<file path="config.mk">
export PLATFORM = sky130hd
export DESIGN_NAME = pointer_event_click_detector
export DESIGN_NICKNAME = d
export VERILOG_FILES = /design/src/rtl/pecd_pkg.sv /design/src/rtl/pecd_track.sv /design/src/rtl/pecd_activity.sv /design/src/rtl/pointer_event_click_detector.sv
export SDC_FILE = /design/constraint.sdc
export NUM_CORES = 2
export LEC_CHECK = 0
export BUFFER_PORTS_ARGS = -buffer_cell sky130_fd_sc_hd__buf_2
export CORE_MARGIN = 3
export CORE_UTILIZATION = 65
export DETAILED_ROUTE_END_ITERATION = 8
export PLACE_DENSITY_LB_ADDON = 0.25
export SLEW_MARGIN = 20
export SYNTH_ARGS = -nofsm -noshare
export SYNTH_HDL_FRONTEND = slang
export SYNTH_SLANG_ARGS = --single-unit
</file>
<file path="constraint.sdc">
create_clock -name clk -period 23.1 [get_ports clk]
set_input_delay 1.155 -clock clk [delete_from_list [all_inputs] [get_ports clk]]
set_output_delay 1.155 -clock clk [all_outputs]
set_load 0.05 [all_outputs]
</file>
<file path="src/rtl/pecd_pkg.sv">
// shared types and constants for the pointer event click detector
package pecd_pkg;

  // event kinds carried in the slave tuser
  localparam logic [1:0] KIND_MOTION  = 2'd0;
  localparam logic [1:0] KIND_PRESS   = 2'd1;
  localparam logic [1:0] KIND_RELEASE = 2'd2;

  // button codes with a fixed meaning
  localparam logic [2:0] CODE_WHEEL_UP   = 3'd5;
  localparam logic [2:0] CODE_WHEEL_DOWN = 3'd6;

  // wheel direction values
  localparam logic signed [1:0] WHEEL_NONE = 2'sd0;
  localparam logic signed [1:0] WHEEL_UP   = 2'sd1;
  localparam logic signed [1:0] WHEEL_DOWN = -2'sd1;

  // configuration register indexes
  localparam int CFG_INDEX_W = 3;
  localparam int CFG_DATA_W  = 20;
  localparam logic [CFG_INDEX_W-1:0] CFG_MAX_X          = 3'd0;
  localparam logic [CFG_INDEX_W-1:0] CFG_MAX_Y          = 3'd1;
  localparam logic [CFG_INDEX_W-1:0] CFG_DCLICK_WINDOW  = 3'd2;
  localparam logic [CFG_INDEX_W-1:0] CFG_MIN_MOVEMENT   = 3'd3;
  localparam logic [CFG_INDEX_W-1:0] CFG_ACTIVE_TIMEOUT = 3'd4;
  localparam logic [CFG_INDEX_W-1:0] CFG_POINTER_EN     = 3'd5;

  // configuration field widths
  localparam int MAX_COORD_W = 12;
  localparam int WINDOW_W    = 16;
  localparam int MIN_MOVE_W  = 12;
  localparam int MIN_SQ_W    = 2 * MIN_MOVE_W;
  localparam int TIMEOUT_W   = 20;
  localparam int TIME_W      = 32;

  // reset values of the configuration registers
  localparam logic [MAX_COORD_W-1:0] MAX_X_RESET   = 12'd720;
  localparam logic [MAX_COORD_W-1:0] MAX_Y_RESET   = 12'd576;
  localparam logic [WINDOW_W-1:0]    WINDOW_RESET  = 16'd500;
  localparam logic [MIN_SQ_W-1:0]    MIN_SQ_RESET  = 24'd25;
  localparam logic [TIMEOUT_W-1:0]   TIMEOUT_RESET = 20'd5000;

  // per-event status handed from the tracking stage to the activity stage
  typedef struct packed {
    logic wheel_nz;
    logic any_down;
    logic nothing_down;
  } evt_flags_t;

endpackage

</file>
<file path="src/rtl/pecd_track.sv">
// input register, position, wheel and button tracking with click masks
module pecd_track
  import pecd_pkg::*;
#(
  parameter int COORD_BITS  = 12,
  parameter int NUM_BUTTONS = 5
) (
  input  logic                          clk,
  input  logic                          rst,
  // incoming event beat
  input  logic                          in_valid,
  output logic                          in_ready,
  input  logic [TIME_W-1:0]             in_time,
  input  logic [COORD_BITS-1:0]         in_x,
  input  logic [COORD_BITS-1:0]         in_y,
  input  logic [1:0]                    in_kind,
  input  logic [2:0]                    in_code,
  // configuration
  input  logic [MAX_COORD_W-1:0]        max_x,
  input  logic [MAX_COORD_W-1:0]        max_y,
  input  logic [WINDOW_W-1:0]           dclick_window,
  input  logic                          pos_invalidate,
  // tracked event toward the activity stage
  output logic                          mid_valid,
  input  logic                          mid_ready,
  output logic [TIME_W-1:0]             mid_time,
  output logic [COORD_BITS-1:0]         mid_cur_x,
  output logic [COORD_BITS-1:0]         mid_cur_y,
  output logic signed [COORD_BITS:0]    mid_delta_x,
  output logic signed [COORD_BITS:0]    mid_delta_y,
  output logic signed [1:0]             mid_wheel,
  output logic [NUM_BUTTONS-1:0]        mid_buttons,
  output logic [NUM_BUTTONS-1:0]        mid_clicks,
  output logic [NUM_BUTTONS-1:0]        mid_doubles,
  output logic [NUM_BUTTONS-1:0]        mid_holds,
  output logic [2*COORD_BITS-1:0]       mid_sq_x,
  output logic [2*COORD_BITS-1:0]       mid_sq_y,
  output evt_flags_t                    mid_flags
);

  localparam int CLAMP_W = (COORD_BITS > MAX_COORD_W) ? COORD_BITS : MAX_COORD_W;
  localparam int SQ_W    = 2 * COORD_BITS;
  localparam logic [3:0] BTN_LIMIT = 4'(NUM_BUTTONS);

  // input register
  logic                    iv;
  logic [TIME_W-1:0]       i_time;
  logic [COORD_BITS-1:0]   i_x;
  logic [COORD_BITS-1:0]   i_y;
  logic [1:0]              i_kind;
  logic [2:0]              i_code;

  // tracked state
  logic [COORD_BITS-1:0]   position_x;
  logic [COORD_BITS-1:0]   position_y;
  logic                    position_valid;
  logic signed [COORD_BITS:0] last_delta_x;
  logic signed [COORD_BITS:0] last_delta_y;
  logic signed [1:0]       wheel_state;
  logic [NUM_BUTTONS-1:0]  button_levels;
  logic [NUM_BUTTONS-1:0]  previous_levels;
  logic [TIME_W-1:0]       click_stamp [NUM_BUTTONS];

  // next values
  logic [COORD_BITS-1:0]   position_x_next;
  logic [COORD_BITS-1:0]   position_y_next;
  logic signed [COORD_BITS:0] delta_x_next;
  logic signed [COORD_BITS:0] delta_y_next;
  logic signed [1:0]       wheel_next;
  logic [NUM_BUTTONS-1:0]  levels_next;
  logic [NUM_BUTTONS-1:0]  clicks;
  logic [NUM_BUTTONS-1:0]  doubles;
  logic [NUM_BUTTONS-1:0]  holds;
  logic [TIME_W-1:0]       stamp_next [NUM_BUTTONS];
  logic [COORD_BITS-1:0]   mag_x;
  logic [COORD_BITS-1:0]   mag_y;
  logic [CLAMP_W-1:0]      wide_x;
  logic [CLAMP_W-1:0]      wide_y;
  logic [CLAMP_W-1:0]      lim_x;
  logic [CLAMP_W-1:0]      lim_y;
  logic                    is_press;
  logic                    is_button_evt;
  logic                    btn_hit;
  logic                    fire;

  // stage advance
  assign fire     = iv && (!mid_valid || mid_ready);
  assign in_ready = !iv || fire;

  // position clamp and delta
  always_comb begin
    wide_x = CLAMP_W'(i_x);
    wide_y = CLAMP_W'(i_y);
    lim_x  = CLAMP_W'(max_x);
    lim_y  = CLAMP_W'(max_y);
    position_x_next = (wide_x > lim_x) ? lim_x[COORD_BITS-1:0] : i_x;
    position_y_next = (wide_y > lim_y) ? lim_y[COORD_BITS-1:0] : i_y;
    if (position_valid) begin
      delta_x_next = $signed({1'b0, i_x}) - $signed({1'b0, position_x});
      delta_y_next = $signed({1'b0, i_y}) - $signed({1'b0, position_y});
    end else begin
      delta_x_next = last_delta_x;
      delta_y_next = last_delta_y;
    end
    mag_x = delta_x_next[COORD_BITS] ? COORD_BITS'(-delta_x_next) :
                                       delta_x_next[COORD_BITS-1:0];
    mag_y = delta_y_next[COORD_BITS] ? COORD_BITS'(-delta_y_next) :
                                       delta_y_next[COORD_BITS-1:0];
  end

  // wheel and button levels
  always_comb begin
    is_press      = (i_kind == KIND_PRESS);
    is_button_evt = (i_kind == KIND_PRESS) || (i_kind == KIND_RELEASE);
    btn_hit       = is_button_evt && (i_code != CODE_WHEEL_UP) &&
                    (i_code != CODE_WHEEL_DOWN) && ({1'b0, i_code} < BTN_LIMIT);
    wheel_next = wheel_state;
    if (is_button_evt && i_code == CODE_WHEEL_UP) begin
      wheel_next = is_press ? WHEEL_UP : WHEEL_NONE;
    end else if (is_button_evt && i_code == CODE_WHEEL_DOWN) begin
      wheel_next = is_press ? WHEEL_DOWN : WHEEL_NONE;
    end
    levels_next = button_levels;
    for (int i = 0; i < NUM_BUTTONS; i++) begin
      if (btn_hit && i_code == 3'(i)) begin
        levels_next[i] = is_press;
      end
    end
  end

  // per-button click, double-click and hold
  always_comb begin
    for (int i = 0; i < NUM_BUTTONS; i++) begin
      holds[i]      = levels_next[i] && previous_levels[i];
      doubles[i]    = levels_next[i] && !previous_levels[i] &&
                      ((i_time - click_stamp[i]) < TIME_W'(dclick_window));
      clicks[i]     = !levels_next[i] && previous_levels[i];
      stamp_next[i] = clicks[i] ? i_time : click_stamp[i];
    end
  end

  // input register
  always_ff @(posedge clk) begin
    if (rst) begin
      iv <= 1'b0;
    end else if (in_ready) begin
      iv <= in_valid;
    end
  end

  always_ff @(posedge clk) begin
    if (in_valid && in_ready) begin
      i_time <= in_time;
      i_x    <= in_x;
      i_y    <= in_y;
      i_kind <= in_kind;
      i_code <= in_code;
    end
  end

  // tracked state update
  always_ff @(posedge clk) begin
    if (rst) begin
      position_x      <= '0;
      position_y      <= '0;
      position_valid  <= 1'b0;
      last_delta_x    <= '0;
      last_delta_y    <= '0;
      wheel_state     <= WHEEL_NONE;
      button_levels   <= '0;
      previous_levels <= '0;
      for (int i = 0; i < NUM_BUTTONS; i++) begin
        click_stamp[i] <= '0;
      end
    end else if (fire) begin
      position_x      <= position_x_next;
      position_y      <= position_y_next;
      position_valid  <= 1'b1;
      last_delta_x    <= delta_x_next;
      last_delta_y    <= delta_y_next;
      wheel_state     <= wheel_next;
      button_levels   <= levels_next;
      previous_levels <= levels_next;
      for (int i = 0; i < NUM_BUTTONS; i++) begin
        click_stamp[i] <= stamp_next[i];
      end
    end else if (pos_invalidate) begin
      position_valid <= 1'b0;
    end
  end

  // output register valid
  always_ff @(posedge clk) begin
    if (rst) begin
      mid_valid <= 1'b0;
    end else if (fire) begin
      mid_valid <= 1'b1;
    end else if (mid_ready) begin
      mid_valid <= 1'b0;
    end
  end

  // output register payload
  always_ff @(posedge clk) begin
    if (fire) begin
      mid_time    <= i_time;
      mid_cur_x   <= position_x_next;
      mid_cur_y   <= position_y_next;
      mid_delta_x <= delta_x_next;
      mid_delta_y <= delta_y_next;
      mid_wheel   <= wheel_next;
      mid_buttons <= levels_next;
      mid_clicks  <= clicks;
      mid_doubles <= doubles;
      mid_holds   <= holds;
      mid_sq_x    <= SQ_W'(mag_x) * SQ_W'(mag_x);
      mid_sq_y    <= SQ_W'(mag_y) * SQ_W'(mag_y);
      mid_flags.wheel_nz     <= (wheel_next != WHEEL_NONE);
      mid_flags.any_down     <= |levels_next;
      mid_flags.nothing_down <= ~|(levels_next | previous_levels);
    end
  end

endmodule

</file>
<file path="src/rtl/pecd_activity.sv">
// movement threshold, activity flag with timeout and result register
module pecd_activity
  import pecd_pkg::*;
#(
  parameter int COORD_BITS  = 12,
  parameter int NUM_BUTTONS = 5
) (
  input  logic                          clk,
  input  logic                          rst,
  // configuration
  input  logic [MIN_SQ_W-1:0]           min_move_sq,
  input  logic [TIMEOUT_W-1:0]          active_timeout,
  input  logic                          pointer_enabled,
  // tracked event
  input  logic                          mid_valid,
  output logic                          mid_ready,
  input  logic [TIME_W-1:0]             mid_time,
  input  logic [COORD_BITS-1:0]         mid_cur_x,
  input  logic [COORD_BITS-1:0]         mid_cur_y,
  input  logic signed [COORD_BITS:0]    mid_delta_x,
  input  logic signed [COORD_BITS:0]    mid_delta_y,
  input  logic signed [1:0]             mid_wheel,
  input  logic [NUM_BUTTONS-1:0]        mid_buttons,
  input  logic [NUM_BUTTONS-1:0]        mid_clicks,
  input  logic [NUM_BUTTONS-1:0]        mid_doubles,
  input  logic [NUM_BUTTONS-1:0]        mid_holds,
  input  logic [2*COORD_BITS-1:0]       mid_sq_x,
  input  logic [2*COORD_BITS-1:0]       mid_sq_y,
  input  evt_flags_t                    mid_flags,
  // result register
  output logic                          out_valid,
  input  logic                          out_ready,
  output logic [COORD_BITS-1:0]         cur_x,
  output logic [COORD_BITS-1:0]         cur_y,
  output logic signed [COORD_BITS:0]    delta_x,
  output logic signed [COORD_BITS:0]    delta_y,
  output logic signed [1:0]             wheel_dir,
  output logic [NUM_BUTTONS-1:0]        buttons_down,
  output logic [NUM_BUTTONS-1:0]        click_mask,
  output logic [NUM_BUTTONS-1:0]        double_click_mask,
  output logic [NUM_BUTTONS-1:0]        hold_mask,
  output logic                          moved,
  output logic                          active_out,
  output logic                          nothing_down
);

  localparam int SQ_W  = 2 * COORD_BITS;
  localparam int SUM_W = (SQ_W + 1 > TIME_W) ? TIME_W : SQ_W + 1;
  localparam int CMP_W = (SUM_W > MIN_SQ_W) ? SUM_W : MIN_SQ_W;

  logic                active_flag;
  logic [TIME_W-1:0]   active_stamp;
  logic                active_flag_next;
  logic [TIME_W-1:0]   active_stamp_next;
  logic [SQ_W:0]       sum_full;
  logic [SUM_W-1:0]    sum;
  logic                moved_now;
  logic                activate;
  logic                timed_out;
  logic                take;

  assign mid_ready = !out_valid || out_ready;
  assign take      = mid_valid && mid_ready;

  // squared distance against squared threshold, sum kept to at most 32 bits
  always_comb begin
    sum_full  = {1'b0, mid_sq_x} + {1'b0, mid_sq_y};
    sum       = sum_full[SUM_W-1:0];
    moved_now = CMP_W'(sum) >= CMP_W'(min_move_sq);
  end

  // activity set, then timeout check on wrapped elapsed time
  always_comb begin
    activate  = moved_now || mid_flags.wheel_nz || mid_flags.any_down;
    timed_out = active_flag &&
                ((mid_time - active_stamp) > TIME_W'(active_timeout));
    active_flag_next  = active_flag;
    active_stamp_next = active_stamp;
    if (activate) begin
      active_flag_next  = 1'b1;
      active_stamp_next = mid_time;
    end else if (timed_out) begin
      active_flag_next  = 1'b0;
      active_stamp_next = mid_time;
    end
  end

  // activity state
  always_ff @(posedge clk) begin
    if (rst) begin
      active_flag  <= 1'b0;
      active_stamp <= '0;
    end else if (take) begin
      active_flag  <= active_flag_next;
      active_stamp <= active_stamp_next;
    end
  end

  // result valid
  always_ff @(posedge clk) begin
    if (rst) begin
      out_valid <= 1'b0;
    end else if (take) begin
      out_valid <= 1'b1;
    end else if (out_ready) begin
      out_valid <= 1'b0;
    end
  end

  // result payload
  always_ff @(posedge clk) begin
    if (take) begin
      cur_x             <= mid_cur_x;
      cur_y             <= mid_cur_y;
      delta_x           <= mid_delta_x;
      delta_y           <= mid_delta_y;
      wheel_dir         <= mid_wheel;
      buttons_down      <= mid_buttons;
      click_mask        <= mid_clicks;
      double_click_mask <= mid_doubles;
      hold_mask         <= mid_holds;
      moved             <= moved_now;
      active_out        <= active_flag_next && pointer_enabled;
      nothing_down      <= mid_flags.nothing_down;
    end
  end

endmodule

</file>
<file path="src/rtl/pointer_event_click_detector.sv">
// top level of the pointer event click detector with configuration registers
//
// Usage: each slave beat is one time-stamped pointer event (time, absolute
// position, kind and button code); each master beat is the result for that
// event: clamped position, last delta, wheel, held buttons, click,
// double-click and hold masks, moved flag, activity flag, nothing-down flag.
// Registers are to be written through the cfg channel (cfg_ready is always
// high) only while no event is in flight; the block does not enforce this.
// A max_x or max_y write gives the next event its position without a delta.
// Each slave beat passes in order through the input register, the tracking
// stage register and the activity stage result register that drives m_tvalid.
// Throughput: one event per cycle unless the receiver stalls; the activity
// flag and button state each update in a single stage, so events need no gap.
// Reset clears all pointer, button and activity state and loads the
// register defaults; the pipeline comes up empty.
// When the receiver stalls, the result register holds its beat and the
// stages in front keep filling; s_tready drops once all three are full.
module pointer_event_click_detector
  import pecd_pkg::*;
#(
  parameter int COORD_BITS  = 12,
  parameter int NUM_BUTTONS = 5,
  localparam int IN_W        = TIME_W + 2 * COORD_BITS,
  localparam int IN_TDATA_W  = ((IN_W + 7) / 8) * 8,
  localparam int OUT_W       = 4 * COORD_BITS + 4 * NUM_BUTTONS + 7,
  localparam int OUT_TDATA_W = ((OUT_W + 7) / 8) * 8,
  localparam int OUT_PAD     = OUT_TDATA_W - OUT_W
) (
  input  logic                         clk,
  input  logic                         rst,
  // event stream
  input  logic                         s_tvalid,
  output logic                         s_tready,
  // event_time, pos_x, pos_y
  input  logic [IN_TDATA_W-1:0]        s_tdata,
  // event_kind, button_code
  input  logic [4:0]                   s_tuser,
  // result stream
  output logic                         m_tvalid,
  input  logic                         m_tready,
  // cur_x, cur_y, delta_x, delta_y, wheel_dir, buttons_down, click_mask,
  // double_click_mask, hold_mask, moved, active_out, nothing_down, zero fill
  output logic [OUT_TDATA_W-1:0]       m_tdata,
  // configuration writes
  input  logic                         cfg_valid,
  output logic                         cfg_ready,
  input  logic [CFG_INDEX_W-1:0]       cfg_index,
  input  logic [CFG_DATA_W-1:0]        cfg_data
);

  // configuration registers
  logic [MAX_COORD_W-1:0] max_x;
  logic [MAX_COORD_W-1:0] max_y;
  logic [WINDOW_W-1:0]    dclick_window;
  logic [MIN_SQ_W-1:0]    min_move_sq;
  logic [TIMEOUT_W-1:0]   active_timeout;
  logic                   pointer_enabled;
  logic                   cfg_write;
  logic                   pos_invalidate;
  logic [MIN_MOVE_W-1:0]  min_move_in;

  // stage link
  logic                          mid_valid;
  logic                          mid_ready;
  logic [TIME_W-1:0]             mid_time;
  logic [COORD_BITS-1:0]         mid_cur_x;
  logic [COORD_BITS-1:0]         mid_cur_y;
  logic signed [COORD_BITS:0]    mid_delta_x;
  logic signed [COORD_BITS:0]    mid_delta_y;
  logic signed [1:0]             mid_wheel;
  logic [NUM_BUTTONS-1:0]        mid_buttons;
  logic [NUM_BUTTONS-1:0]        mid_clicks;
  logic [NUM_BUTTONS-1:0]        mid_doubles;
  logic [NUM_BUTTONS-1:0]        mid_holds;
  logic [2*COORD_BITS-1:0]       mid_sq_x;
  logic [2*COORD_BITS-1:0]       mid_sq_y;
  evt_flags_t                    mid_flags;

  // result fields
  logic [COORD_BITS-1:0]         cur_x;
  logic [COORD_BITS-1:0]         cur_y;
  logic signed [COORD_BITS:0]    delta_x;
  logic signed [COORD_BITS:0]    delta_y;
  logic signed [1:0]             wheel_dir;
  logic [NUM_BUTTONS-1:0]        buttons_down;
  logic [NUM_BUTTONS-1:0]        click_mask;
  logic [NUM_BUTTONS-1:0]        double_click_mask;
  logic [NUM_BUTTONS-1:0]        hold_mask;
  logic                          moved;
  logic                          active_out;
  logic                          nothing_down;

  // configuration write decode
  assign cfg_ready      = 1'b1;
  assign cfg_write      = cfg_valid && cfg_ready;
  assign pos_invalidate = cfg_write &&
                          (cfg_index == CFG_MAX_X || cfg_index == CFG_MAX_Y);
  assign min_move_in    = cfg_data[MIN_MOVE_W-1:0];

  always_ff @(posedge clk) begin
    if (rst) begin
      max_x           <= MAX_X_RESET;
      max_y           <= MAX_Y_RESET;
      dclick_window   <= WINDOW_RESET;
      min_move_sq     <= MIN_SQ_RESET;
      active_timeout  <= TIMEOUT_RESET;
      pointer_enabled <= 1'b1;
    end else if (cfg_write) begin
      case (cfg_index)
        CFG_MAX_X:          max_x           <= cfg_data[MAX_COORD_W-1:0];
        CFG_MAX_Y:          max_y           <= cfg_data[MAX_COORD_W-1:0];
        CFG_DCLICK_WINDOW:  dclick_window   <= cfg_data[WINDOW_W-1:0];
        CFG_MIN_MOVEMENT:   min_move_sq     <= MIN_SQ_W'(min_move_in) *
                                               MIN_SQ_W'(min_move_in);
        CFG_ACTIVE_TIMEOUT: active_timeout  <= cfg_data[TIMEOUT_W-1:0];
        CFG_POINTER_EN:     pointer_enabled <= cfg_data[0];
        default: ;
      endcase
    end
  end

  // tracking stage
  pecd_track #(
    .COORD_BITS  (COORD_BITS),
    .NUM_BUTTONS (NUM_BUTTONS)
  ) u_track (
    .clk            (clk),
    .rst            (rst),
    .in_valid       (s_tvalid),
    .in_ready       (s_tready),
    .in_time        (s_tdata[TIME_W-1:0]),
    .in_x           (s_tdata[TIME_W +: COORD_BITS]),
    .in_y           (s_tdata[TIME_W + COORD_BITS +: COORD_BITS]),
    .in_kind        (s_tuser[1:0]),
    .in_code        (s_tuser[4:2]),
    .max_x          (max_x),
    .max_y          (max_y),
    .dclick_window  (dclick_window),
    .pos_invalidate (pos_invalidate),
    .mid_valid      (mid_valid),
    .mid_ready      (mid_ready),
    .mid_time       (mid_time),
    .mid_cur_x      (mid_cur_x),
    .mid_cur_y      (mid_cur_y),
    .mid_delta_x    (mid_delta_x),
    .mid_delta_y    (mid_delta_y),
    .mid_wheel      (mid_wheel),
    .mid_buttons    (mid_buttons),
    .mid_clicks     (mid_clicks),
    .mid_doubles    (mid_doubles),
    .mid_holds      (mid_holds),
    .mid_sq_x       (mid_sq_x),
    .mid_sq_y       (mid_sq_y),
    .mid_flags      (mid_flags)
  );

  // activity stage and result register
  pecd_activity #(
    .COORD_BITS  (COORD_BITS),
    .NUM_BUTTONS (NUM_BUTTONS)
  ) u_activity (
    .clk               (clk),
    .rst               (rst),
    .min_move_sq       (min_move_sq),
    .active_timeout    (active_timeout),
    .pointer_enabled   (pointer_enabled),
    .mid_valid         (mid_valid),
    .mid_ready         (mid_ready),
    .mid_time          (mid_time),
    .mid_cur_x         (mid_cur_x),
    .mid_cur_y         (mid_cur_y),
    .mid_delta_x       (mid_delta_x),
    .mid_delta_y       (mid_delta_y),
    .mid_wheel         (mid_wheel),
    .mid_buttons       (mid_buttons),
    .mid_clicks        (mid_clicks),
    .mid_doubles       (mid_doubles),
    .mid_holds         (mid_holds),
    .mid_sq_x          (mid_sq_x),
    .mid_sq_y          (mid_sq_y),
    .mid_flags         (mid_flags),
    .out_valid         (m_tvalid),
    .out_ready         (m_tready),
    .cur_x             (cur_x),
    .cur_y             (cur_y),
    .delta_x           (delta_x),
    .delta_y           (delta_y),
    .wheel_dir         (wheel_dir),
    .buttons_down      (buttons_down),
    .click_mask        (click_mask),
    .double_click_mask (double_click_mask),
    .hold_mask         (hold_mask),
    .moved             (moved),
    .active_out        (active_out),
    .nothing_down      (nothing_down)
  );

  // result beat packing, first field in the low bits
  assign m_tdata = {{OUT_PAD{1'b0}}, nothing_down, active_out, moved, hold_mask,
                    double_click_mask, click_mask, buttons_down, wheel_dir,
                    delta_y, delta_x, cur_y, cur_x};

endmodule

</file>
==> impl_metrics.tcl <==
set metrics [dict create \
    r2r_start "u_track.i_y[0]" \
    grtUsageMet3_pct 8.49 \
    antenna_found_initial 9 \
    clock_skew_ps 25.9 \
    min_period_over_period_pct 39.3 \
    vias_per_cell 6.05 \
    critPathRequiredTime_ps 23450 \
    post_cts_resized 0 \
    netlist_area_um2 48400 \
    syn_area_per_cell_um2 9.63 \
    path_max_fanout 10 \
    clockRootBuffer "clkbuf_16" \
    hpwl_mm 92.8 \
    r2r_cells 30 \
    coreArea_um2 73300 \
    firstDrtPassIters 6 \
    fillers 5425 \
    use_met1_pct 46.6 \
    intPower_uw 3010 \
    period_needed_ps 9080 \
    grt_util_met2_pct 44.9 \
    drive_gt1_share_pct 7.07 \
    rows 99 \
    first_global_vias 36024 \
    area_growth_pct 8.30 \
    fp.dieH_um 279 \
    powerDensity_nw_per_um2 95.3 \
    drv_slew 0 \
    grt_use_total_pct 31.2 \
    status "completed" \
    switching_share_pct 39.8 \
    cts_hold_buf 0 \
    die_area_um2 77800 \
    slew_headroom_pct 28.3 \
    synthArstFlopShare_pct 0 \
    die_x_um 279 \
    finalSetupTns_ps 0 \
    endpoint "u_track.mid_sq_y[23]" \
    port_buffers 165 \
    crit_path_top_delay_cell "xnor2_1" \
    worstSetupPathType "flip-flop to flip-flop" \
    post-cts-setup-buffers 0 \
    rsz0062_at_grt "no" \
    startpoint "u_track.i_y[0]" \
    fin_util_pct 71.5 \
    crit_path_end_kind "flip-flop" \
    numClockSinks 625 \
    wl_per_cell_um 19.6 \
    hold_path.class "flip-flop to flip-flop" \
    reg2reg_slack_ps 14020 \
    busiest_layer "met1" \
    boundaryPins 172 \
    path_clk_slew_ps 60 \
    final_common_cell "inv_1" \
    ant_nets 0 \
    drv_cap 0 \
    initial_utilization_pct 66.1 \
    ys_warn_count 0 \
    combPwrFrac_pct 49.7 \
    grt_pass1_wl_mm 192 \
    cpPeakStageDelay_ps 770 \
    final_nets 6042 \
    ys.flop_type "edfxtp_1" \
    grt.overflow.total 0 \
    setup_viol 0 \
    grt_max_degree 91 \
    cts_tree "yes" \
    p_seq_share_pct 28.0 \
    ir_worst_vdd_mv 0.110 \
    crit_arrival_ps 9440 \
    synthDistinctLibCells 99 \
    cts_max_level 3 \
    finalHoldViolCount 0 \
    worst_slew_pin_slew_ps 1070 \
    numCtsBuffers 69 \
    finalWeightedCongestion 0.952 \
    clock_path_buffers 3 \
    fmax_mhz 110 \
    ys_ff_latch 625 \
    layout_common_cells "inv_1, ha_1, edfxtp_1, nand2_1, nor2_1" \
    synth_edf_count 447 \
    finalWirelength_mm 121 \
    r2r-end "u_track.mid_sq_y[23]" \
    p_leak_uw 0.0233 \
    p_clk_share_pct 22.3 \
    drt_iter0_drc 3610 \
    drcViolationCount 0 \
    multiInputGateArea_um2 28200 \
    startpoint_type "flip-flop" \
    syn_inst 5029 \
    insertion_delay_ps 620 \
    vias 37422 \
    power.total_uw 5000 \
    worst_path_most_repeated_cell "fa_1" \
    seq_area_um2 17000 \
    switching_power_uw 1990 \
    yosysSeqAreaShare_pct 35.1 \
]
==> cell type report <==
class	count	share of cell area (%)
Inverter	724	5.20
Antenna cell	4	0.0191
Timing Repair Buffer	195	2.01
Multi-Input combinational cell	3547	53.8
Clock buffer	94	3.69
Sequential cell	625	32.4
Clock inverter	33	0.642
Tap cell	959	2.29
==> per-layer routing <==
layer,up-vias,share of wire [%]
li1,17744,-
met1,17894,45
met2,1565,41
met3,211,11
met4,8,2.8
met5,-,0.031
==> registers in the layout, indices dropped and copies added, names as in the netlist, 13 cells and up <==
signal / flops
u_track.last_delta_x: 13
u_activity.delta_x: 13
active_timeout: 20
u_track.mid_sq_x: 23
u_track.click_stamp: 160
u_activity.delta_y: 13
u_track.mid_sq_y: 23
u_track.i_time: 32
u_track.last_delta_y: 13
dclick_window: 16
u_activity.active_stamp: 32
u_track.mid_time: 32
min_move_sq: 23
==> power groups by stage <==
stage,combinational (µW),clock [µW],sequential [µW]
floorplan,1850,0,1400
global placement,2360,0,1410
detailed placement,2430,0,1420
CTS,2460,1130,1390
global route,2810,1170,1400
finish,2490,1110,1400
==> cells by family after synthesis <==
logic type | share of synthesized area, %
AOI/OAI and AO/OA | 14.4
xor gates and xnor gates | 3.92
and+or+nand+nor | 13.6
buffers and inverters | 6.80
other | 0.0155
adders and majority gates | 24.2
muxes | 1.98
DFF | 35.1
==> critical path: cells and delay by family, from the launching register on <==
kind / cells / cell delay [ps]
AND/OR/NAND/NOR: 4 / 1210
AO/OA/AOI/OAI: 12 / 2810
adder cells (fa/ha/maj): 8 / 3320
XOR/XNOR: 2 / 920
buffers and inverters: 4 / 230
flip-flops: 1 / 350
==> cell usage after synthesis, drive strengths merged (52+ instances only) <==
library cell	count	area, µm²
nor2	366	1370
edfxtp	447	13400
inv	722	2710
and2	71	444
fa	245	4900
o21a	57	428
o21ai	169	846
dfxtp	178	3560
a21oi	325	1630
a21o	132	992
xor2	66	578
ha	546	6830
nand4	52	325
clkbuf	118	444
nand2b	77	482
xnor2	150	1320
nor3	80	400
a211oi	76	583
nand3	72	360
mux2i	62	633
nand2	431	1620
and3	60	375
nor2b	56	350
==> stage by stage <==
step | instances | setup slack (ps) | hold slack (ps) | area, µm²
6_report | 6181 | 14020 | 415 | 52500
3_3_place_gp | 6050 | 14480 | 401 | 50200
4_1_cts | 6177 | 14210 | 410 | 52400
3_5_place_dp | 6050 | 14230 | 405 | 50200
5_1_grt | 6178 | 13550 | 415 | 52500
2_1_floorplan | 5033 | 15270 | 400 | 48500
==> worst min-delay path by stage <==
stage,startpoint,end,cells after the start
finish,u_track.mid_doubles[3],u_activity.double_click_mask[3],0
global route,u_track.mid_cur_y[9],u_activity.cur_y[9],0
CTS,u_track.mid_cur_y[9],u_activity.cur_y[9],0
detailed placement,u_track.mid_buttons[4],u_activity.buttons_down[4],0
global placement,u_track.mid_doubles[4],u_activity.double_click_mask[4],0
floorplan,u_track.mid_buttons[0],u_activity.buttons_down[0],0
(Power assumes the default switching activity.)
